$ cat config.mk
export PLATFORM = sky130hd
export DESIGN_NAME = bdl_ram
export DESIGN_NICKNAME = d
export VERILOG_FILES = /design/src/sv/bdl_ram.sv
export SDC_FILE = /design/constraint.sdc
export NUM_CORES = 1
export LEC_CHECK = 0
export BUFFER_PORTS_ARGS = -buffer_cell sky130_fd_sc_hd__buf_2
export CORE_ASPECT_RATIO = 0.6
export CORE_MARGIN = 2
export CORE_UTILIZATION = 35
export DETAILED_ROUTE_END_ITERATION = 7
export GPL_TIMING_DRIVEN = 0
export PLACE_DENSITY = 0.59
export SKIP_CTS_REPAIR_TIMING = 1
export SLEW_MARGIN = 20
export SYNTH_ARGS = -nofsm -noshare
export SYNTH_HDL_FRONTEND = slang
export SYNTH_SLANG_ARGS = --single-unit
$ cat constraint.sdc
create_clock -name clk_i -period 2.7 [get_ports clk_i]
set_clock_uncertainty 0.2 [all_clocks]
set_input_delay 0.27 -clock clk_i [delete_from_list [all_inputs] [get_ports clk_i]]
set_output_delay 0.27 -clock clk_i [all_outputs]
set_load 0.1 [all_outputs]
$ cat src/sv/bdl_ram.sv
module bdl_ram #(
  parameter int WIDTH = 8,
  parameter int DEPTH = 16,
  localparam int AW = (DEPTH > 1) ? $clog2(DEPTH) : 1
) (
  input  logic             clk_i,
  input  logic             we_i,
  input  logic [AW-1:0]    waddr_i,
  input  logic [WIDTH-1:0] wdata_i,
  input  logic             re_i,
  input  logic [AW-1:0]    raddr_i,
  output logic [WIDTH-1:0] rdata_o
);

  logic [WIDTH-1:0] mem_q [DEPTH];
  logic [WIDTH-1:0] rdata_q;

  // write port
  always_ff @(posedge clk_i) begin
    if (we_i) begin
      mem_q[waddr_i] <= wdata_i;
    end
  end

  // registered read, data held while no read is issued
  always_ff @(posedge clk_i) begin
    if (re_i) begin
      rdata_q <= mem_q[raddr_i];
    end
  end

  assign rdata_o = rdata_q;

endmodule

==> impl_metrics.env <==
export IMPL_status="finished, final reports clean"
export IMPL_chipWidth_um=161.8
export IMPL_synth_compound_area_share_pct=2.298
export IMPL_yosys_area_top_type="edfxtp_1"
export IMPL_dieArea_mm2=0.01596
export IMPL_clock_latency_ns=0.41
export IMPL_powerDensity_mw_per_mm2=797.5
export IMPL_htreeDepth=4
export IMPL_rsz0062_at_grt="no"
export IMPL_cp_start_kind="input port"
export IMPL_hold_viol_final=0
export IMPL_place_ws_ns=0.4788
export IMPL_clk_pin_slew_ns=0.06
export IMPL_synthAdderAreaFrac_pct=0
export IMPL_track_usage_pct=14.69
export IMPL_period_needed_ns=1.775
export IMPL_slew_headroom_pct=41.03
export IMPL_antenna_found_initial=0
export IMPL_initial_core_util_pct=35.93
export IMPL_nets=293
export IMPL_place_hpwl_um=7027
export IMPL_worstHoldPathType="input port to flip-flop"
export IMPL_cts_made_buffers=17
export IMPL_syn_nets=248
export IMPL_synth_cell_area_mm2=0.005228
export IMPL_critPathKind="input port to flip-flop"
export IMPL_synth_xor_area_share_pct=0
export IMPL_path_max_fanout=8
export IMPL_synth_area_leaders="edfxtp_1 78%, mux4_2 7.8%, mux4_1 7.0%"
export IMPL_setup_ws_ns=0.9255
export IMPL_yosysUniqueCellTypes=18
export IMPL_drive_above_1_share_pct=29.12
export IMPL_synthTopCellsByCount="136 x edfxtp_1, 18 x mux4_2, 16 x a22oi_1, 14 x mux4_1, 13 x nor2_1"
export IMPL_vias=2393
export IMPL_synthFlopType="edfxtp_1"
export IMPL_stdcell_area_mm2=0.006197
export IMPL_clockRootBuffer="clkbuf_16"
export IMPL_drc_errors=0
export IMPL_yosys_area_share_simple_pct=3.135
export IMPL_synth_top_family_by_area="multiplexers"
export IMPL_grt_pass1_wl_um=15960
export IMPL_grt_overflow=0
export IMPL_synth_edff_count=136
export IMPL_post_synth_top_count_cell="edfxtp_1"
export IMPL_critical_path_arrival_ns=1.60
export IMPL_ys_warn_count=0
export IMPL_n_fill_cell=1281
export IMPL_maxCapViolCount=0
export IMPL_avgSynthCellArea_um2=22.83
export IMPL_tightestPinTransition_ns=0.8813
export IMPL_grt_max_degree=17
export IMPL_required_ns=2.53
export IMPL_post_route_period_util_pct=65.72
export IMPL_ys_ff_latch=136
export IMPL_syn_to_final_growth_pct=18.55
export IMPL_die_h_um=98.67
export IMPL_fmax_ghz=0.5635
export IMPL_vdd_ir_drop_max_v=0.0004078
export IMPL_viasPerCell=4.954
export IMPL_crit_path_end_kind="flip-flop"
export IMPL_cts_sinks=136
export IMPL_wirelength_um=10890
export IMPL_cts_tree="done"
export IMPL_firstDrtPassIters=4
export IMPL_synth_top_area_share_pct=78.12
export IMPL_async_reset_ff_share_pct=0
export IMPL_n_antenna_cell=0
export IMPL_std_cell_rows=34
export IMPL_holdWs_ns=0.05995
export IMPL_synth_mux_area_fraction_pct=14.79
export IMPL_hold_depth=1
export IMPL_avgRoutedWirePerCell_um=22.55
export IMPL_core_area_mm2=0.01455
export IMPL_grt_pass1_vias=2479
export IMPL_netlist_instances=229
export IMPL_io_pins=27
export IMPL_ys_seq_area_share_pct=78.12
export IMPL_antenna_left=0
export IMPL_dpl_instance_area_mm2=0.005620
export IMPL_first_iter_violations=208
export IMPL_fin_tns_setup_ns=0
export IMPL_portBuffers=25
export IMPL_gp_congestion=0.7088
export IMPL_reg2reg_depth=3
export IMPL_drv_slew=0
export IMPL_p_leak_nw=2.030
export IMPL_setup_viol=0
export IMPL_cts_buffer_depth=2
[critical path: stages]
cell,delay [ns]
buf_2,0.12
or3b_2,0.51
nor2_1,0.69
[cells in the final DEF (no fill, tap or decap)]
cell             netlist  routed
clkinv_1               0       2
buf_6                  3       3
nand2b_1               2       2
and2_1                 1       1
clkinvlp_4             0       3
clkbuf_16              0      17
edfxtp_1             136     136
nand2_1                9       9
buf_2                  3      28
mux4_2                18      18
clkbuf_1               0       3
buf_4                  1       1
nor2_1                13      13
bufinv_16              0       3
a22oi_1               16      16
clkdlybuf4s25_2        3       3
nand3_1                1       1
nor2b_1                1       1
nor3_2                 0       4
nand3b_1               2       2
dlygate4sd3_1          0       1
and2b_1                1       1
mux4_1                14      14
clkinv_2               0       2
or3b_2                 1       1
[metrics by stage]
step	cells	util (%)	total power, mW
4_1_cts	482	42.53	4.980
5_1_grt	483	42.60	5.090
3_5_place_dp	452	38.63	2.744
2_1_floorplan	229	-	2.627
3_3_place_gp	452	38.49	2.735
6_report	483	42.60	4.943
[logic make-up (layout without fill, tap and decap cells)]
| kind of cell | count (synthesis) | after routing |
|---|---|---|
| mux | 32 | 32 |
| buf+inv | 10 | 66 |
| flops | 136 | 136 |
| compound gates | 16 | 16 |
| simple gates | 35 | 35 |
[worst paths after layout]
| kind | end | startpoint | slack, ns |
|---|---|---|---|
| max | mem_q[2][0]$_DFFE_PP_ | waddr_i[2] | 0.93 |
| min | mem_q[6][5]$_DFFE_PP_ | wdata_i[5] | 0.06 |
| max reg2reg | rdata_o[0]$_DFFE_PP_ | mem_q[5][0]$_DFFE_PP_ | 0.96 |
| min reg2reg | rdata_o[4]$_DFFE_PP_ | mem_q[8][4]$_DFFE_PP_ | 0.57 |
[flip-flops by register name, indices dropped and copies added (netlist names)]
register and cells:
rdata_o 8, mem_q 128
[per-layer routing]
layer / GRT usage [%] / vias to the layer above / share of wire, %
met5: 0 / - / 0
met1: 22.12 / 1244 / 47
met4: 5.106 / 0 / 0.33
met3: 4.503 / 4 / 9.4
li1: - / 1072 / -
met2: 20.26 / 73 / 43
[cell type report]
cell class	count	area, um2	share of cell area, %
timing repair buffer	26	135.1	2.181
clock buffer	20	436.7	7.046
buffer	10	86.33	1.393
multi-input combinational	83	1077	17.38
clock inverter	10	130.1	2.100
sequential	136	4084	65.90
tap	198	247.7	3.998
[report_power, final]
group	switching [mW]	internal, mW
registers	0.00969	2.38
clock network	0.815	1.43
logic	0.215	0.0930
No activity file was read; power rests on OpenSTA's default activity.
