## config.mk

```make
export PLATFORM = sky130hd
export DESIGN_NAME = bdl_mac
export DESIGN_NICKNAME = d
export VERILOG_FILES = /design/src/sv/bdl_pkg.sv /design/src/sv/bdl_mac.sv
export SDC_FILE = /design/constraint.sdc
export NUM_CORES = 1
export LEC_CHECK = 0
export BUFFER_PORTS_ARGS = -buffer_cell sky130_fd_sc_hd__buf_2
export CORE_UTILIZATION = 48
export DETAILED_ROUTE_END_ITERATION = 7
export HOLD_SLACK_MARGIN = 0.1
export PLACE_DENSITY = 0.75
export RECOVER_POWER = 50
export SLEW_MARGIN = 10
export SYNTH_ARGS = -nofsm -noshare
export SYNTH_HDL_FRONTEND = slang
export SYNTH_SLANG_ARGS = --single-unit
```

## constraint.sdc

```tcl
create_clock -name clk_i -period 22.9 [get_ports clk_i]
set_input_delay 6.87 -clock clk_i [delete_from_list [all_inputs] [get_ports clk_i]]
set_output_delay 6.87 -clock clk_i [all_outputs]
set_load 0.005 [all_outputs]
```

## src/sv/bdl_pkg.sv

```systemverilog
package bdl_pkg;

  // fixed geometry of the payload fields
  localparam int WORD_BITS       = 32;
  localparam int MAX_NEURONS_DEF = 64;
  localparam int MAX_WORDS_DEF   = 32;
  localparam int OP_W            = 2;
  localparam int NEURON_W        = 6;
  localparam int WIDX_W          = 5;
  localparam int BIAS_W          = 16;
  localparam int SUM_W           = 17;
  localparam int BITS_W          = $clog2(WORD_BITS + 1);

  // configuration register widths
  localparam int IW_W       = 6;
  localparam int OC_W       = 7;
  localparam int LB_W       = 5;
  localparam int CFG_IDX_W  = 2;
  localparam int CFG_DATA_W = 7;

  // saturation limits of the result sum
  localparam logic signed [SUM_W-1:0] SUM_MAX = {1'b0, {(SUM_W-1){1'b1}}};
  localparam logic signed [SUM_W-1:0] SUM_MIN = {1'b1, {(SUM_W-1){1'b0}}};

  typedef enum logic [OP_W-1:0] {
    OP_WEIGHT = 2'd0,
    OP_BIAS   = 2'd1,
    OP_ACT    = 2'd2
  } op_e;

  typedef enum logic [CFG_IDX_W-1:0] {
    CFG_INPUT_WORDS  = 2'd0,
    CFG_OUTPUT_COUNT = 2'd1,
    CFG_LAST_BITS    = 2'd2
  } cfg_idx_e;

  typedef enum logic {
    ST_IDLE,
    ST_RUN
  } state_e;

  // one neuron step, aligned with the memory read data
  typedef struct packed {
    logic                vld;
    logic                fin;
    logic                last;
    logic [NEURON_W-1:0] neuron;
  } issue_t;

  // activation word under work
  typedef struct packed {
    logic [WORD_BITS-1:0] data;
    logic [WORD_BITS-1:0] mask;
    logic [BITS_W-1:0]    bits;
  } item_t;

endpackage

```

## src/sv/bdl_mac.sv

```systemverilog
module bdl_mac #(
  parameter int MAX_NEURONS = bdl_pkg::MAX_NEURONS_DEF,
  parameter int ACC_W       = 12,
  parameter int NIW         = 6
) (
  input  logic                           clk_i,
  input  logic                           rst_ni,
  input  bdl_pkg::issue_t                issue_i,
  input  bdl_pkg::item_t                 item_i,
  input  logic [bdl_pkg::WORD_BITS-1:0]  wram_rdata_i,
  input  logic [bdl_pkg::BIAS_W-1:0]     bram_rdata_i,
  input  logic [ACC_W-1:0]               aram_rdata_i,
  output logic                           hold_o,
  output logic                           aram_we_o,
  output logic [NIW-1:0]                 aram_waddr_o,
  output logic [ACC_W-1:0]               aram_wdata_o,
  output logic                           m_valid_o,
  input  logic                           m_ready_i,
  output logic [bdl_pkg::NEURON_W-1:0]   m_index_o,
  output logic [bdl_pkg::SUM_W-1:0]      m_sum_o,
  output logic                           m_last_o
);

  localparam int TW    = bdl_pkg::BITS_W + 2;
  localparam int EXT_W = ((ACC_W > bdl_pkg::BIAS_W) ? ACC_W : bdl_pkg::BIAS_W) + 1;

  function automatic logic [bdl_pkg::BITS_W-1:0] popcount(
    input logic [bdl_pkg::WORD_BITS-1:0] v
  );
    logic [bdl_pkg::BITS_W-1:0] n;
    n = '0;
    for (int i = 0; i < bdl_pkg::WORD_BITS; i++) begin
      n = n + bdl_pkg::BITS_W'(v[i]);
    end
    return n;
  endfunction

  logic [MAX_NEURONS-1:0]            acc_vld_q, acc_vld_d;
  logic                              m_valid_q, m_valid_d;
  logic [bdl_pkg::NEURON_W-1:0]      m_index_q;
  logic signed [bdl_pkg::SUM_W-1:0]  m_sum_q;
  logic                              m_last_q;

  logic                              step;
  logic                              load;
  logic [NIW-1:0]                    nidx;
  logic [bdl_pkg::WORD_BITS-1:0]     agree;
  logic [bdl_pkg::BITS_W-1:0]        pc;
  logic signed [TW-1:0]              term;
  logic signed [ACC_W-1:0]           acc_old;
  logic signed [ACC_W-1:0]           acc_new;
  logic signed [EXT_W-1:0]           sum_ext;
  logic signed [bdl_pkg::SUM_W-1:0]  sum_sat;

  // a final-word step waits while the output register is full and not taken
  assign hold_o = issue_i.vld && issue_i.fin && m_valid_q && !m_ready_i;
  assign step   = issue_i.vld && !hold_o;
  assign load   = step && issue_i.fin;
  assign nidx   = issue_i.neuron[NIW-1:0];

  // xnor, popcount and the signed term 2*pc - bits
  assign agree = ~(item_i.data ^ wram_rdata_i) & item_i.mask;
  assign pc    = popcount(agree);
  assign term  = $signed({1'b0, pc, 1'b0}) - $signed({2'b00, item_i.bits});

  // accumulate, an entry without a valid flag reads as zero
  assign acc_old = acc_vld_q[nidx] ? $signed(aram_rdata_i) : '0;
  assign acc_new = acc_old + ACC_W'(term);

  // add bias and saturate
  always_comb begin
    sum_ext = EXT_W'(acc_new) + EXT_W'($signed(bram_rdata_i));
    if (sum_ext > EXT_W'(bdl_pkg::SUM_MAX)) begin
      sum_sat = bdl_pkg::SUM_MAX;
    end else if (sum_ext < EXT_W'(bdl_pkg::SUM_MIN)) begin
      sum_sat = bdl_pkg::SUM_MIN;
    end else begin
      sum_sat = bdl_pkg::SUM_W'(sum_ext);
    end
  end

  // write back on ordinary words
  assign aram_we_o    = step && !issue_i.fin;
  assign aram_waddr_o = nidx;
  assign aram_wdata_o = acc_new;

  // valid flags, all dropped once the final sweep completes
  always_comb begin
    acc_vld_d = acc_vld_q;
    if (aram_we_o) begin
      acc_vld_d[nidx] = 1'b1;
    end
    if (load && issue_i.last) begin
      acc_vld_d = '0;
    end
  end

  assign m_valid_d = load || (m_valid_q && !m_ready_i);

  always_ff @(posedge clk_i or negedge rst_ni) begin
    if (!rst_ni) begin
      acc_vld_q <= '0;
      m_valid_q <= 1'b0;
    end else begin
      acc_vld_q <= acc_vld_d;
      m_valid_q <= m_valid_d;
    end
  end

  // output register payload
  always_ff @(posedge clk_i) begin
    if (load) begin
      m_index_q <= issue_i.neuron;
      m_sum_q   <= sum_sat;
      m_last_q  <= issue_i.last;
    end
  end

  assign m_valid_o = m_valid_q;
  assign m_index_o = m_index_q;
  assign m_sum_o   = m_sum_q;
  assign m_last_o  = m_last_q;

`ifndef SYNTHESIS
  a_flags_cleared: assert property (@(posedge clk_i) disable iff (!rst_ni)
    load && issue_i.last |=> acc_vld_q == '0)
    else $error("accumulator flags survive the end of a vector");

  a_result_loaded: assert property (@(posedge clk_i) disable iff (!rst_ni)
    load |=> m_valid_q && (m_index_q == $past(issue_i.neuron)))
    else $error("finished neuron did not reach the output register");
`endif

endmodule

```

==> reports/metrics.cfg <==
[floorplanning]
die_h_um=118.4
rows=42
start_util=0.4911
die-area_mm2=0.01402
die_x_um=118.4
core_area_mm2=0.01324
io_pins=187

[setup_path]
cp_num_buf_inv=7
crit_top_cell=fa_1
startpoint_type=input port
worstPathRequired_ns=16.03
cpLargestDelayFamily=adder cells
cp_data_arrival_time_ns=14.30
max_stage_delay_ns=0.61
cp_slowest_cell=a211oi_1
critPathMaxFanout=6
worstSetupPathType=in -> out
endpoint_kind=output port

[run]
maxCapViolCount=4

[clock_tree]
numCtsBuffers=9
postCtsSetupRepairBufs=0
clk_pin_slew_ns=0.06
clkLatencyLatePin_ns=0.35
cts-root-buf=clkbuf_16
cts_tree=yes
cts_buffer_depth=2
ctsHtreeMaxLevel=3
hold_buffers=0
ctsResizeCount=0
cts_num_sinks=89

[sta]
fin_crit_sh=0.9243
fin_tns_setup_ns=0
setup_viol=0
maxSlewViolCount=189
fin_crit_ns=21.17
fin_hold_ws_ns=0.4906
worst_pin_slew_ns=3.421
rsz0062_at_grt=no
skew_ns=0.01044
fmax_mhz=47.25
slew_headroom=-1.280
finalHoldViolCount=0

[layout]
final_common_cell=buf_2
instances_no_fill=1042
drive_above_1_share=0.2405
syn_to_final_growth_pct=19.49
final_cell_mix=buf_2, a21oi_1, nor2_1
final_cell_area_mm2=0.007771
nets=1069

[grt]
grt_pass1_vias=5206
grt_pass1_wl_mm=24.58
grt_antenna_before_repair=0
grt_max_degree=66
gr-usage-all-layers=0.2221
grt.overflow.total=0

[synthesis]
ys_types=53
async_reset_ff_frac=0.7303
synth_seq_cells=89
yosysWarnings=0
netlist_area_mm2=0.006504
seq_area_frac_synth=0.3609
avgSynthCellArea_um2=9.304
synth_edf_count=24
synth_top_area_cell=dfrtp_1
synth.area.top_cells=dfrtp_1, edfxtp_1, fa_1, ha_1, xnor2_1
synth_ff_type=dfrtp_1
syn-num-nets=908
yosysTopAreaCellShare=0.2501
syn_inst=699

[min_path]
hp-class=reg -> reg

[detailed_routing]
vias=5440
vias_per_cell=5.221
drc=0
drt_first_iter_violations=363
wl_mm=15.09
antenna_left=0
drt_pass1_iterations=5
wl_per_cell_um=14.48

[placement]
placedCellCount=1025
io_buffers=186
gp_congestion=0.8950
dp_hpwl_mm=11.46
place_area_mm2=0.007496

[run_status]
status=complete, but fails checks
violations=max-capacitance violations, max-slew violations

[per-stage QoR]
step | setup slack (ns) | util
after detailed placement | 1.711 | 0.5660
after global routing | 1.261 | 0.5866
after floorplan | 2.444 | -
after global placement | 1.849 | 0.5660
final | 1.734 | 0.5868
after CTS | 1.697 | 0.5881
[routing by layer]
layer	wire length, um	vias to the layer above	part of all wire	global-route usage
li1	-	2691	-	-
met1	6380	2521	0.42	0.2859
met2	7464	206	0.49	0.3824
met3	963	22	0.064	0.03620
met4	283	0	0.019	0.07041
met5	0	-	0	0
[worst register-to-register path: cells and delay by family (launching register included)]
kind | cells | cell delay [ns]
flops | 1 | 0.38
xor+xnor | 1 | 0.06
mux | 1 | 0.46
compound gates | 10 | 2.65
fa+ha+maj | 2 | 0.66
simple gates | 5 | 1.13
[area by class of cell]
cell class	instances	area [um2]
fill	1219	5472
multi-input combinational	512	3742
sequential	89	2347
timing repair buffer	192	957.2
clock buffer	9	225.2
tap	176	220.2
inverter	56	210.2
clock inverter	7	66.31
antenna	1	2.502
[synthesized netlist by cell type (9+ instances only)]
| cell | instances |
|---|---|
| fa_1 | 27 |
| clkbuf_1 | 26 |
| inv_1 | 56 |
| and3_1 | 15 |
| edfxtp_1 | 24 |
| ha_1 | 40 |
| and2_1 | 20 |
| a21o_1 | 9 |
| nand2_1 | 49 |
| a21oi_1 | 82 |
| nor2b_1 | 12 |
| xnor2_1 | 54 |
| nor3b_1 | 11 |
| nor2_1 | 81 |
| o21ai_0 | 20 |
| dfrtp_1 | 65 |
[state kept, by name (all words and copies together) (netlist names)]
signal / cells
m_index_o: 6
m_valid_o: 1
m_sum_o: 17
m_last_o: 1
acc_vld_q: 64
[logic make-up (layout without fill, tap and decap cells)]
kind of cell,Yosys count,count (layout),share of synthesized area
buffers and inverters,98,264,0.06425
flip-flops,89,89,0.3609
AO/OA/AOI/OAI,153,153,0.1420
XOR/XNOR,61,61,0.08215
adder cells (fa/ha/maj),67,67,0.1601
other,0,1,0
AND/OR/NAND/NOR,226,226,0.1768
multiplexers,5,5,0.01385
[final timing paths]
path                                        from                to  slack, ns  depth (start not counted)
max in group asynchronous                 rst_ni     acc_vld_q[43]      13.21                          2
min in group asynchronous                 rst_ni     acc_vld_q[29]       7.77                          2
worst max-delay path            wram_rdata_i[17]  aram_wdata_o[11]       1.73                         29
worst max register to register      acc_vld_q[3]       m_sum_o[15]      17.29                         19
worst min register to register     acc_vld_q[26]     acc_vld_q[26]       0.49                          2
worst min-delay path               acc_vld_q[26]     acc_vld_q[26]       0.49                          2
Power is left out: the tool's default activity adds up to more than one toggle a clock period on the data nets, which glitch-free logic cannot reach.
