[config.mk]
export PLATFORM = sky130hd
export DESIGN_NAME = bdl_ctrl
export DESIGN_NICKNAME = d
export VERILOG_FILES = /design/src/sv/bdl_pkg.sv /design/src/sv/bdl_ctrl.sv
export SDC_FILE = /design/constraint.sdc
export NUM_CORES = 1
export LEC_CHECK = 0
export BUFFER_PORTS_ARGS = -buffer_cell sky130_fd_sc_hd__buf_4
export CAP_MARGIN = 0
export CORE_MARGIN = 3
export CORE_UTILIZATION = 52
export DETAILED_ROUTE_END_ITERATION = 12
export PLACE_DENSITY_LB_ADDON = 0.15
export SLEW_MARGIN = 30
export SYNTH_ARGS = -nofsm -noshare
export SYNTH_HDL_FRONTEND = slang
export SYNTH_SLANG_ARGS = --single-unit
[constraint.sdc]
create_clock -name clk_i -period 6.9 [get_ports clk_i]
set_clock_uncertainty 0.2 [all_clocks]
set_input_delay 2.07 -clock clk_i [delete_from_list [all_inputs] [get_ports clk_i]]
set_output_delay 2.07 -clock clk_i [all_outputs]
set_load 0.01 [all_outputs]
[src/sv/bdl_pkg.sv]
package bdl_pkg;

  // fixed geometry of the payload fields
  localparam int WORD_BITS       = 32;
  localparam int MAX_NEURONS_DEF = 64;
  localparam int MAX_WORDS_DEF   = 32;
  localparam int OP_W            = 2;
  localparam int NEURON_W        = 6;
  localparam int WIDX_W          = 5;
  localparam int BIAS_W          = 16;
  localparam int SUM_W           = 17;
  localparam int BITS_W          = $clog2(WORD_BITS + 1);

  // configuration register widths
  localparam int IW_W       = 6;
  localparam int OC_W       = 7;
  localparam int LB_W       = 5;
  localparam int CFG_IDX_W  = 2;
  localparam int CFG_DATA_W = 7;

  // saturation limits of the result sum
  localparam logic signed [SUM_W-1:0] SUM_MAX = {1'b0, {(SUM_W-1){1'b1}}};
  localparam logic signed [SUM_W-1:0] SUM_MIN = {1'b1, {(SUM_W-1){1'b0}}};

  typedef enum logic [OP_W-1:0] {
    OP_WEIGHT = 2'd0,
    OP_BIAS   = 2'd1,
    OP_ACT    = 2'd2
  } op_e;

  typedef enum logic [CFG_IDX_W-1:0] {
    CFG_INPUT_WORDS  = 2'd0,
    CFG_OUTPUT_COUNT = 2'd1,
    CFG_LAST_BITS    = 2'd2
  } cfg_idx_e;

  typedef enum logic {
    ST_IDLE,
    ST_RUN
  } state_e;

  // one neuron step, aligned with the memory read data
  typedef struct packed {
    logic                vld;
    logic                fin;
    logic                last;
    logic [NEURON_W-1:0] neuron;
  } issue_t;

  // activation word under work
  typedef struct packed {
    logic [WORD_BITS-1:0] data;
    logic [WORD_BITS-1:0] mask;
    logic [BITS_W-1:0]    bits;
  } item_t;

endpackage

[src/sv/bdl_ctrl.sv]
module bdl_ctrl #(
  parameter int MAX_NEURONS = bdl_pkg::MAX_NEURONS_DEF,
  parameter int MAX_WORDS   = bdl_pkg::MAX_WORDS_DEF,
  parameter int WAW         = 11,
  parameter int NIW         = 6
) (
  input  logic                             clk_i,
  input  logic                             rst_ni,
  input  logic                             cfg_we_i,
  input  logic [bdl_pkg::CFG_IDX_W-1:0]    cfg_idx_i,
  input  logic [bdl_pkg::CFG_DATA_W-1:0]   cfg_wdata_i,
  input  logic                             in_valid_i,
  output logic                             in_ready_o,
  input  logic [bdl_pkg::OP_W-1:0]         op_i,
  input  logic [bdl_pkg::NEURON_W-1:0]     neuron_i,
  input  logic [bdl_pkg::WIDX_W-1:0]       widx_i,
  input  logic [bdl_pkg::WORD_BITS-1:0]    data_i,
  input  logic [bdl_pkg::BIAS_W-1:0]       bias_i,
  input  logic                             hold_i,
  output logic                             wram_we_o,
  output logic [WAW-1:0]                   wram_waddr_o,
  output logic [bdl_pkg::WORD_BITS-1:0]    wram_wdata_o,
  output logic                             bram_we_o,
  output logic [NIW-1:0]                   bram_waddr_o,
  output logic [bdl_pkg::BIAS_W-1:0]       bram_wdata_o,
  output logic                             rd_en_o,
  output logic [WAW-1:0]                   wram_raddr_o,
  output logic [NIW-1:0]                   nrn_raddr_o,
  output bdl_pkg::issue_t                  issue_o,
  output bdl_pkg::item_t                   item_o
);

  localparam int CW  = (MAX_WORDS > 1) ? $clog2(MAX_WORDS) : 1;
  localparam int NCW = $clog2(MAX_NEURONS + 1);
  localparam int EW  = ((bdl_pkg::IW_W > $clog2(MAX_WORDS + 1)) ?
                        bdl_pkg::IW_W : $clog2(MAX_WORDS + 1)) + 1;

  bdl_pkg::state_e state_q, state_d;
  logic [bdl_pkg::IW_W-1:0] iw_q, iw_d;
  logic [bdl_pkg::OC_W-1:0] oc_q, oc_d;
  logic [bdl_pkg::LB_W-1:0] lb_q, lb_d;
  logic [CW-1:0]            word_cnt_q, word_cnt_d;
  logic [NIW-1:0]           jn_q, jn_d;
  logic [WAW-1:0]           waddr_q, waddr_d;
  logic [NCW-1:0]           count_q, count_d;
  logic                     fin_q, fin_d;
  bdl_pkg::issue_t          issue_q, issue_d;
  bdl_pkg::item_t           item_q, item_d;

  logic                     accept;
  logic [EW-1:0]            eff_words;
  logic [bdl_pkg::OC_W-1:0] eff_count;
  logic                     is_final;
  logic [bdl_pkg::BITS_W-1:0] bits;
  logic                     is_last;
  logic                     issue_go;

  // configuration registers
  always_comb begin
    iw_d = iw_q;
    oc_d = oc_q;
    lb_d = lb_q;
    if (cfg_we_i) begin
      case (bdl_pkg::cfg_idx_e'(cfg_idx_i))
        bdl_pkg::CFG_INPUT_WORDS:  iw_d = cfg_wdata_i[bdl_pkg::IW_W-1:0];
        bdl_pkg::CFG_OUTPUT_COUNT: oc_d = cfg_wdata_i[bdl_pkg::OC_W-1:0];
        bdl_pkg::CFG_LAST_BITS:    lb_d = cfg_wdata_i[bdl_pkg::LB_W-1:0];
        default: ;
      endcase
    end
  end

  // effective word and neuron counts
  always_comb begin
    if (iw_q == '0) begin
      eff_words = EW'(1);
    end else if (EW'(iw_q) > EW'(MAX_WORDS)) begin
      eff_words = EW'(MAX_WORDS);
    end else begin
      eff_words = EW'(iw_q);
    end
    if (oc_q == '0) begin
      eff_count = bdl_pkg::OC_W'(1);
    end else if (oc_q > bdl_pkg::OC_W'(MAX_NEURONS)) begin
      eff_count = bdl_pkg::OC_W'(MAX_NEURONS);
    end else begin
      eff_count = oc_q;
    end
  end

  assign is_final = (EW'(word_cnt_q) + EW'(1)) >= eff_words;
  assign bits     = (is_final && (lb_q != '0)) ? bdl_pkg::BITS_W'(lb_q) :
                                                 bdl_pkg::BITS_W'(bdl_pkg::WORD_BITS);

  // no transfer while the last neuron step still waits on the output register
  assign in_ready_o = (state_q == bdl_pkg::ST_IDLE) && !hold_i;
  assign accept     = in_valid_i && in_ready_o;
  assign issue_go   = (state_q == bdl_pkg::ST_RUN) && !hold_i;
  assign is_last    = (NCW'(jn_q) + NCW'(1)) == count_q;

  // store writes
  assign wram_waddr_o = WAW'(32'(neuron_i) * 32'(MAX_WORDS) + 32'(widx_i));
  assign wram_wdata_o = data_i;
  assign bram_waddr_o = NIW'(neuron_i);
  assign bram_wdata_o = bias_i;

  // reads for the neuron sweep
  assign rd_en_o      = issue_go;
  assign wram_raddr_o = waddr_q;
  assign nrn_raddr_o  = jn_q;

  // sequencer: next state and outputs
  always_comb begin
    state_d    = state_q;
    word_cnt_d = word_cnt_q;
    jn_d       = jn_q;
    waddr_d    = waddr_q;
    count_d    = count_q;
    fin_d      = fin_q;
    item_d     = item_q;
    wram_we_o  = 1'b0;
    bram_we_o  = 1'b0;
    issue_d    = issue_q;

    case (state_q)
      bdl_pkg::ST_IDLE: begin
        if (accept) begin
          case (bdl_pkg::op_e'(op_i))
            bdl_pkg::OP_WEIGHT: begin
              wram_we_o = (32'(neuron_i) < MAX_NEURONS) && (32'(widx_i) < MAX_WORDS);
            end
            bdl_pkg::OP_BIAS: begin
              bram_we_o = 32'(neuron_i) < MAX_NEURONS;
            end
            bdl_pkg::OP_ACT: begin
              item_d.data = data_i;
              item_d.mask = ~({bdl_pkg::WORD_BITS{1'b1}} << bits);
              item_d.bits = bits;
              fin_d       = is_final;
              count_d     = NCW'(eff_count);
              jn_d        = '0;
              waddr_d     = WAW'(word_cnt_q);
              word_cnt_d  = is_final ? '0 : word_cnt_q + CW'(1);
              state_d     = bdl_pkg::ST_RUN;
            end
            default: ;
          endcase
        end
      end
      bdl_pkg::ST_RUN: begin
        if (issue_go) begin
          jn_d    = jn_q + NIW'(1);
          waddr_d = waddr_q + WAW'(MAX_WORDS);
          if (is_last) begin
            state_d = bdl_pkg::ST_IDLE;
          end
        end
      end
      default: state_d = bdl_pkg::ST_IDLE;
    endcase

    // step descriptor, frozen while the result stage waits
    if (!hold_i) begin
      issue_d.vld    = issue_go;
      issue_d.fin    = fin_q;
      issue_d.last   = is_last;
      issue_d.neuron = bdl_pkg::NEURON_W'(jn_q);
    end
  end

  always_ff @(posedge clk_i or negedge rst_ni) begin
    if (!rst_ni) begin
      state_q    <= bdl_pkg::ST_IDLE;
      iw_q       <= bdl_pkg::IW_W'(32);
      oc_q       <= bdl_pkg::OC_W'(64);
      lb_q       <= '0;
      word_cnt_q <= '0;
      jn_q       <= '0;
      waddr_q    <= '0;
      count_q    <= '0;
      fin_q      <= 1'b0;
      issue_q    <= '0;
    end else begin
      state_q    <= state_d;
      iw_q       <= iw_d;
      oc_q       <= oc_d;
      lb_q       <= lb_d;
      word_cnt_q <= word_cnt_d;
      jn_q       <= jn_d;
      waddr_q    <= waddr_d;
      count_q    <= count_d;
      fin_q      <= fin_d;
      issue_q    <= issue_d;
    end
  end

  // item payload
  always_ff @(posedge clk_i) begin
    item_q <= item_d;
  end

  assign issue_o = issue_q;
  assign item_o  = item_q;

`ifndef SYNTHESIS
  a_last_step_leaves_run: assert property (@(posedge clk_i) disable iff (!rst_ni)
    issue_q.vld && issue_q.last |-> state_q == bdl_pkg::ST_IDLE)
    else $error("last neuron step issued while the sweep is still running");

  a_final_clears_count: assert property (@(posedge clk_i) disable iff (!rst_ni)
    accept && (bdl_pkg::op_e'(op_i) == bdl_pkg::OP_ACT) && is_final |=> word_cnt_q == '0)
    else $error("word counter not cleared after the final word");

  a_no_store_write_in_sweep: assert property (@(posedge clk_i) disable iff (!rst_ni)
    (wram_we_o || bram_we_o) |-> !rd_en_o)
    else $error("store write overlaps a sweep read");
`endif

endmodule

==> impl.org, run 1 <==
** Cells and area
- Commonest non-fill, non-tap cell in the layout :: buf_4
- Area growth from synthesis to layout :: 28.1%
- Number of nets in the final layout :: 673
- Final non-filler cell area :: 7370 um2
- Commonest non-fill, non-tap cells in the layout :: buf_4 (181), nand2_1 (71), edfxtp_1 (69), dfrtp_1 (56), nand3_1 (25)
- Multi-input combinational cell area :: 1630 um2
- The number of antenna diodes in the final layout is 0.
- Registers take 3530 um2.
- In the final layout, the share of cells above drive strength 1 is 0.420.
- Fillers :: 755

** Route
- Post-DRT Antenna Nets :: 0
- The pre-antenna-repair detailed-routing pass consisted of 6 iterations.
- For this run, design rule violations remaining after detail routing come to 0.
- Drt wl/cell :: 17.1 um
- In the routed layout, each cell is associated on average with a via count of 5.23.
- Total wirelength of the detailed-routed design :: 12.6 mm
- Via total after detailed routing :: 3,863
- Detailed Route Iter0 Violations :: 265

** Worst setup path
- The critical path is of the in2out type.
- Of all nets on the critical path, the largest fanout is 13.
- Setup slack of the most critical reg-to-reg path :: 4.05 ns
- Data arrival at the endpoint of the critical path :: 2.97 ns
- STA classifies the critical path endpoint as a primary output.
- Crit start category :: input port
- Required time worst endpoint :: 4.63 ns

** Flow run
- Max-cap violations in this run came to 0.

** STA
- Counting I/O delays and the setup requirement, the final critical path takes 5.24 ns.
- The final-report hold violation count was 0.
- Final worst-path cycle share :: 0.759
- The count of pins over their slew limit came to 0.
- Pin slew with the least headroom to its limit :: 0.719 ns
- After routing, the total negative slack on setup checks comes to 0 ns.
- Peak clock frequency supported by timing :: 191 MHz
- Setup repair after global routing missed its margin :: no
- Headroom to the max-slew limit :: 0.520
- Setup violations remaining at the end of the flow were counted as 0.

** Clock network
- The clock drives 127 sinks.
- H-tree depth :: 4
- Maximum root-to-sink buffer count :: 2
- Once the clock tree was built, the resizer swapped 0 gates to a different size.
- CTS tree :: built
- Root Buffer :: clkbuf_8
- In this run, CTS created clock tree buffers numbering 17.
- Clock-pin slew was measured on the worst setup and hold paths at 0.06 ns.
- Hold_buf cts :: 0
- Post-CTS timing repair inserted 0 buffers for setup.
- The clock reaches the later pin of the worst-skew pair after 0.51 ns.

** Global routing
- Overall global routing resource usage :: 0.205
- Vias in the first global route :: 3,788
- The first global-routing pass estimated 20.2 mm of wire.
- Entering global routing, the biggest net connects 59 pins.
- The total overflow left after global routing is 0.
- Antenna violations before repair :: 0

** Placement
- Routability-driven placement finished with a final weighted congestion of 0.827.
- Input and output buffers added on the ports amount to 179.
- Dpl cell area :: 6710 um2
- The HPWL after detailed placement is 8.88 mm.

** Floorplanning
- Starting Density :: 0.545
- Row generation in the floorplan step produced 37 rows.
- Chip Height :: 111 um
- The die covers 12,400 um2.
- I/O pin count :: 240
- Die Width :: 111 um
- Core Area :: 10,600 um2

** Hold path
- Hold crit path type :: reg2reg

** Synthesis
- Yosys warnings :: 0
- Dividing the synthesized area by the synthesized cell count gives 12.1 um2.
- Cell area after synthesis :: 5760 um2
- Summed over all instances, the cell type with the most area after synthesis is edfxtp_1.
- The share of the Yosys chip area taken by registers is 0.612.
- The synthesized design contains 127 register bits.
- Number of distinct library cells after synthesis :: 47
- Ranked by total cell area, the synthesized netlist is headed by edfxtp_1 (36%), dfrtp_1 (24%), buf_4 (8.6%), mux2_2 (4.7%), nand2_1 (4.6%).
- In the synthesized netlist, the number of instances is 474.
- Synthesis produced a netlist with a net count of 558.
- Fraction of post-synthesis cell area in the top cell type by area :: 0.360

** Run status
- Outcome :: finished, final reports clean

** Power and ir drop
- In this run the power density over the cells is 354 nW/um2.
- IR analysis of the VDD net gives a maximum drop of 0.000217 V.
- The analysis attributes to cell leakage a power of 3.20 nW.
## report_power, final
group,internal (mW),switching [mW],total [mW],leakage [nW]
combinational,0.267,0.298,0.565,1.53
sequential,0.938,0.125,1.06,1.34
clock,0.658,0.323,0.981,0.321
total,1.86,0.745,2.61,3.20
## synth_stat cells (all sizes together)
cell and count:
o21a 1, xor2 10, a221oi 1, nor3b 2, xnor2 6, o31ai 3, and3 1, nand2 71
nand2b 6, dfrtp 56, nand3b 8, mux2 24, edfxtp 69, o21ai 24, or2 2, a211oi 1
a21o 4, o22ai 1, a21oi 3, nor4 2, nand4 5, nand3 30, o41ai 1, clkbuf 11
dfstp 2, ha 9, nor2b 1, o211ai 6, and2 7, or3 2, conb 1, nand4b 4
nor3 4, a31oi 1, inv 5, nor2 15, buf 75
## critical path, cell delays in order
cell and delay [ns]:
buf_4 0.18, nand2b_1 0.35, inv_2 0.17, buf_4 0.18
## kinds of logic (layout without fill, tap and decap cells)
kind of cell	after synthesis	after routing	share of synthesized area
flip-flops	127	127	0.612
adder cells (fa/ha/maj)	9	9	0.0196
other	1	1	0.000651
multiplexers	24	24	0.0469
AND/OR/NAND/NOR	160	160	0.142
AO/OA/AOI/OAI	46	46	0.0500
buffers and inverters	91	219	0.104
XOR/XNOR	16	16	0.0243
## cell type report
type | instances | share of cell area
Timing Repair Buffer | 182 | 0.186
Tap cell | 136 | 0.0231
Inverter | 5 | 0.00271
Sequential cell | 127 | 0.478
Multi-Input combinational cell | 256 | 0.221
Clock inverter | 15 | 0.0327
Clock buffer | 17 | 0.0562
## path summary, 6_finish.rpt
kind / start / to / depth (start not counted)
setup / recovery: hold_i / rd_en_o / 4
hold / removal: wram_raddr_o[1]$_DFFE_PN0P_ / wram_raddr_o[1]$_DFFE_PN0P_ / 2
setup reg to reg: word_cnt_q[0]$_DFFE_PN0P_ / item_o[14]$_DFFE_PP_ / 8
hold reg to reg: wram_raddr_o[1]$_DFFE_PN0P_ / wram_raddr_o[1]$_DFFE_PN0P_ / 2
max in group asynchronous: rst_ni / word_cnt_q[4]$_DFFE_PN0P_ / 1
min in group asynchronous: rst_ni / nrn_raddr_o[3]$_DFFE_PN0P_ / 1
## registers in the layout (all words and copies together), names as in the netlist
register / flops
count_q: 7
fin_q: 1
issue_o: 9
item_o: 69
iw_q: 6
lb_q: 5
nrn_raddr_o: 6
oc_q: 7
state_q: 1
word_cnt_q: 5
wram_raddr_o: 11
## stage by stage
stage          setup slack, ns  total power, mW  utilization  hold WS (ns)  cells
2_1_floorplan             1.89             1.44            -         0.255    474
3_3_place_gp              1.71             1.62        0.635         0.266    705
3_5_place_dp              1.68             1.64        0.635         0.266    705
4_1_cts                   1.68             2.63        0.698         0.280    737
5_1_grt                   1.56             2.75        0.699         0.319    738
6_report                  1.66             2.61        0.699         0.279    738
## per-layer routing
| layer | global-route usage | share of wire | vias to the layer above |
|---|---|---|---|
| met5 | 0 | 0 | - |
| met4 | 0.0868 | 0.022 | 0 |
| met3 | 0.0562 | 0.071 | 36 |
| met2 | 0.336 | 0.50 | 160 |
| met1 | 0.256 | 0.41 | 1842 |
| li1 | - | - | 1825 |
(Power assumes the default switching activity.)
==> inputs of run 2 (changes only) <==
--- a/config.mk
+++ b/config.mk
@@ -8,7 +8,7 @@
 export BUFFER_PORTS_ARGS = -buffer_cell sky130_fd_sc_hd__buf_4
 export CAP_MARGIN = 0
 export CORE_MARGIN = 3
-export CORE_UTILIZATION = 52
+export CORE_UTILIZATION = 48
 export DETAILED_ROUTE_END_ITERATION = 12
 export PLACE_DENSITY_LB_ADDON = 0.15
 export SLEW_MARGIN = 30
==> constraint.sdc (replaced) <==
create_clock -name clk_i -period 5.3 [get_ports clk_i]
set_clock_uncertainty 0.2 [all_clocks]
set_input_delay 1.59 -clock clk_i [delete_from_list [all_inputs] [get_ports clk_i]]
set_output_delay 1.59 -clock clk_i [all_outputs]
set_load 0.01 [all_outputs]
==> impl.org, run 2 (same netlist as run 1, synthesis figures left out) <==
** Global routing
- The maximum number of pins on one net before global-route repair is 59 (unchanged).
- The all-layer global routing usage was 0.190 (was 0.205).
- Antenna violations before repair :: 0 (unchanged)
- The number of global-route vias before repair was 3,840 (was 3,788).
- The remaining global-route overflow was 0 (unchanged).
- Wire length of the first global-routing pass :: 19.6 mm (was 20.2 mm)

** Cells and area
- The most common cell after layout, fill and taps aside is buf_4 (unchanged).
- Fillers :: 898 (was 755)
- Post-route non-filler standard cell count :: 745 (was 738)
- Commonest non-fill, non-tap cells in the layout :: buf_4 (181), nand2_1 (71), edfxtp_1 (69), dfrtp_1 (56), nand3_1 (25) (unchanged)
- The ratio of cells with drive above 1 in the final layout is 0.414 (was 0.420).
- Area taken by flip-flops and latches :: 3530 um2 (unchanged)
- Number of nets in the final layout :: 673 (unchanged)
- Number of diodes :: 0 (unchanged)
- The post-route standard cell area excluding fillers is 7310 um2 (was 7370 um2).
- Multi-input combinational cell area :: 1630 um2 (unchanged)
- The growth of design area from synthesis to finish is 26.9% (was 28.1%).
- Max reg flops :: 69 (unchanged)

** STA
- The transition time of the tightest slew-check pin came to 0.723 ns (was 0.719 ns).
- The worst path setup slack after routing is 1.02 ns (was 1.66 ns).
- The worst slew slack as a fraction of its limit is 0.518 (was 0.520).
- Hold slack final :: 0.280 ns (was 0.279 ns)
- Final worst-path cycle share :: 0.808
- Clock period minus final worst setup slack :: 4.28 ns
- The count of endpoints failing setup in the final report came to 0 (unchanged).
- Setup repair after global routing missed its margin: no (unchanged).
- Based on the critical path, the design can be clocked at up to 234 MHz.
- The count of pins over their slew limit came to 0 (unchanged).
- The final-report hold violation count is 0 (unchanged).
- The setup TNS was 0 ns (unchanged).

** Worst setup path
- Worst reg2reg endpoint :: item_o[4]$_DFFE_PP_ (was item_o[14]$_DFFE_PP_)
- Buffering stage count on the worst path with inverters included :: 3 (unchanged)
- Cells along the critical path: buf_4 > nand2b_1 > inv_2 > buf_4 (unchanged).
- Data arrival at the endpoint of the critical path :: 2.49 ns (was 2.97 ns)
- Setup slack of the most critical reg-to-reg path :: 2.44 ns (was 4.05 ns)
- The data required time at the worst endpoint was 3.51 ns (was 4.63 ns).
- Slowest cell on the critical path :: nand2b_1 (unchanged)
- The delay of the slowest cell on the worst path is 0.36 ns (was 0.35 ns).
- The category of the critical setup timing path was in2out (unchanged).
- The start of the worst register-to-register path was word_cnt_q[0]$_DFFE_PN0P_ (unchanged).
- Biggest fanout along the worst timing path :: 13 (unchanged)
- Cell seen most often among critical-path stages :: buf_4 (unchanged)
- The cell depth of the worst flop-to-flop path is 8 (unchanged).
- Endpoint kind of the worst setup timing path :: primary output (unchanged)
- The top cell family by delay on the critical path was buffers and inverters (unchanged).
- The kind of launch point of the worst setup path is an input port (unchanged).

** Clock network
- The H-tree depth reported by CTS came to 4 (unchanged).
- PostCTS Resize Cnt :: 0 (unchanged)
- Clock-pin slew on the worst setup and hold paths :: 0.05 ns (was 0.06 ns)
- Clock buffer count from CTS :: 17 (unchanged)
- The number of clock sinks came to 127 (unchanged).
- The clock tree from TritonCTS is built (unchanged).
- The number of hold-repair buffers added at the cts stage came to 0 (unchanged).
- The number of post-CTS setup repair buffers is 0 (unchanged).
- The maximum buffer depth of the clock tree was 2 (unchanged).
- Worst-Skew Late Latency :: 0.40 ns (was 0.51 ns)
- Root Buffer :: clkbuf_16 (was clkbuf_8)

** Run status
- Outcome: finished, final reports clean (unchanged).

** Power and ir drop
- The design internal power was 2.29 mW (was 1.86 mW).
- Cell Pwr Density :: 440 nW/um2 (was 354 nW/um2)
- The switching power of the nets was 922 uW (was 745 uW).
- The maximum resistive drop on vdd was 0.000363 V (was 0.000217 V).
- Static leakage :: 3.16 nW (was 3.20 nW)
- The portion of total power attributed to the clock network was 0.343 (was 0.376).
- Combinational share of power :: 0.228 (was 0.216)
- Share of total power in sequential cells :: 0.429 (was 0.407)
- Switching share of total power :: 0.287 (was 0.286)

** Route
- Total wirelength of the detailed-routed design :: 12.5 mm (was 12.6 mm)
- The detail-routed net length per standard cell was 16.8 um (was 17.1 um).
- Post-DRT Antenna Nets :: 0 (unchanged)
- Via total after detailed routing :: 3,888 (was 3,863)
- The routed wire length on met3 came to 959 um (was 889 um).
- Remaining DRCs :: 0 (unchanged)
- First-pass DRT Iterations :: 4 (was 6)
- DR WL met2 :: 6.14 mm (was 6.33 mm)
- Detailed Route Iter0 Violations :: 269 (was 265)
- The via density per instance was 5.22 (was 5.23).
- The top metal layer carrying routed signals is met4 (unchanged).
- The met1 wire length came to 5.10 mm (was 5.11 mm).

** Floorplanning
- Number of placement rows :: 39 (was 37)
- The floorplan die area came to 13,300 um2 (was 12,400 um2).
- Chip Height :: 116 um (was 111 um)
- I/O pin count :: 240 (unchanged)
- Starting Density :: 0.498 (was 0.545)
- The die width was 116 um (was 111 um).
- The placeable core region was 11,600 um2 (was 10,600 um2).

** Hold path
- The capture endpoint of the worst hold path is wram_raddr_o[4]$_DFFE_PN0P_ (was wram_raddr_o[1]$_DFFE_PN0P_).
- Hold crit path type :: reg2reg (unchanged)
- The hold path depth was 2 (unchanged).
- Hold Startpoint :: wram_raddr_o[4]$_DFFE_PN0P_ (was wram_raddr_o[1]$_DFFE_PN0P_)

** Placement
- DP HPWL :: 8.99 mm (was 8.88 mm)
- Routability cong. :: 0.778 (was 0.827)
- Post-place setup slack :: 1.03 ns (was 1.68 ns)
- The total placed instance area is 6740 um2 (was 6710 um2).
- The total placed cells including tap cells came to 713 (was 705).
- I/O Buffers :: 179 (unchanged)

** Flow run
- The number of violations of the max-capacitance limit is 0 (unchanged).
-- run 2: area by class of cell --
cell class / instances / area share
timing repair buffer: 182 / 0.189
multi-input combinational: 256 / 0.223
sequential: 127 / 0.483
inverter: 5 / 0.00274
clock inverter: 8 / 0.0120
tap: 143 / 0.0245
clock buffer: 24 / 0.0659
-- run 2: per-layer routing --
metal,vias to the layer above,GRT usage
met5,-,0
met4,0,0.0994
met3,44,0.0527
met2,147,0.313
met1,1866,0.227
li1,1831,-
-- run 2: power groups by stage --
stage | clock [mW] | sequential (mW) | combinational (mW)
floorplan | 0 | 1.38 | 0.499
detailed placement | 0 | 1.40 | 0.742
global route | 1.17 | 1.40 | 0.831
CTS | 1.12 | 1.38 | 0.747
global placement | 0 | 1.39 | 0.722
finish | 1.10 | 1.38 | 0.733
-- run 2: worst reg2reg max path, delay by kind of cell (launching register included) --
family,cells,cell delay [ns]
simple gates,1,0.30
compound gates,4,0.90
fa+ha+maj,2,0.61
xor+xnor,1,0.16
flops,1,0.45
-- run 2: how the worst max path moves through the flow --
stage            from        end  cells past startpoint
2_1_floorplan  hold_i  bram_we_o                      3
3_3_place_gp   hold_i    rd_en_o                      4
3_5_place_dp   hold_i    rd_en_o                      4
4_1_cts        hold_i    rd_en_o                      4
5_1_grt        hold_i    rd_en_o                      4
6_report       hold_i    rd_en_o                      4
-- run 2: stage by stage --
step	util	power, mW
5_1_grt	0.632	3.41
3_5_place_dp	0.582	2.14
4_1_cts	0.632	3.25
3_3_place_gp	0.582	2.12
2_1_floorplan	-	1.87
6_report	0.632	3.21
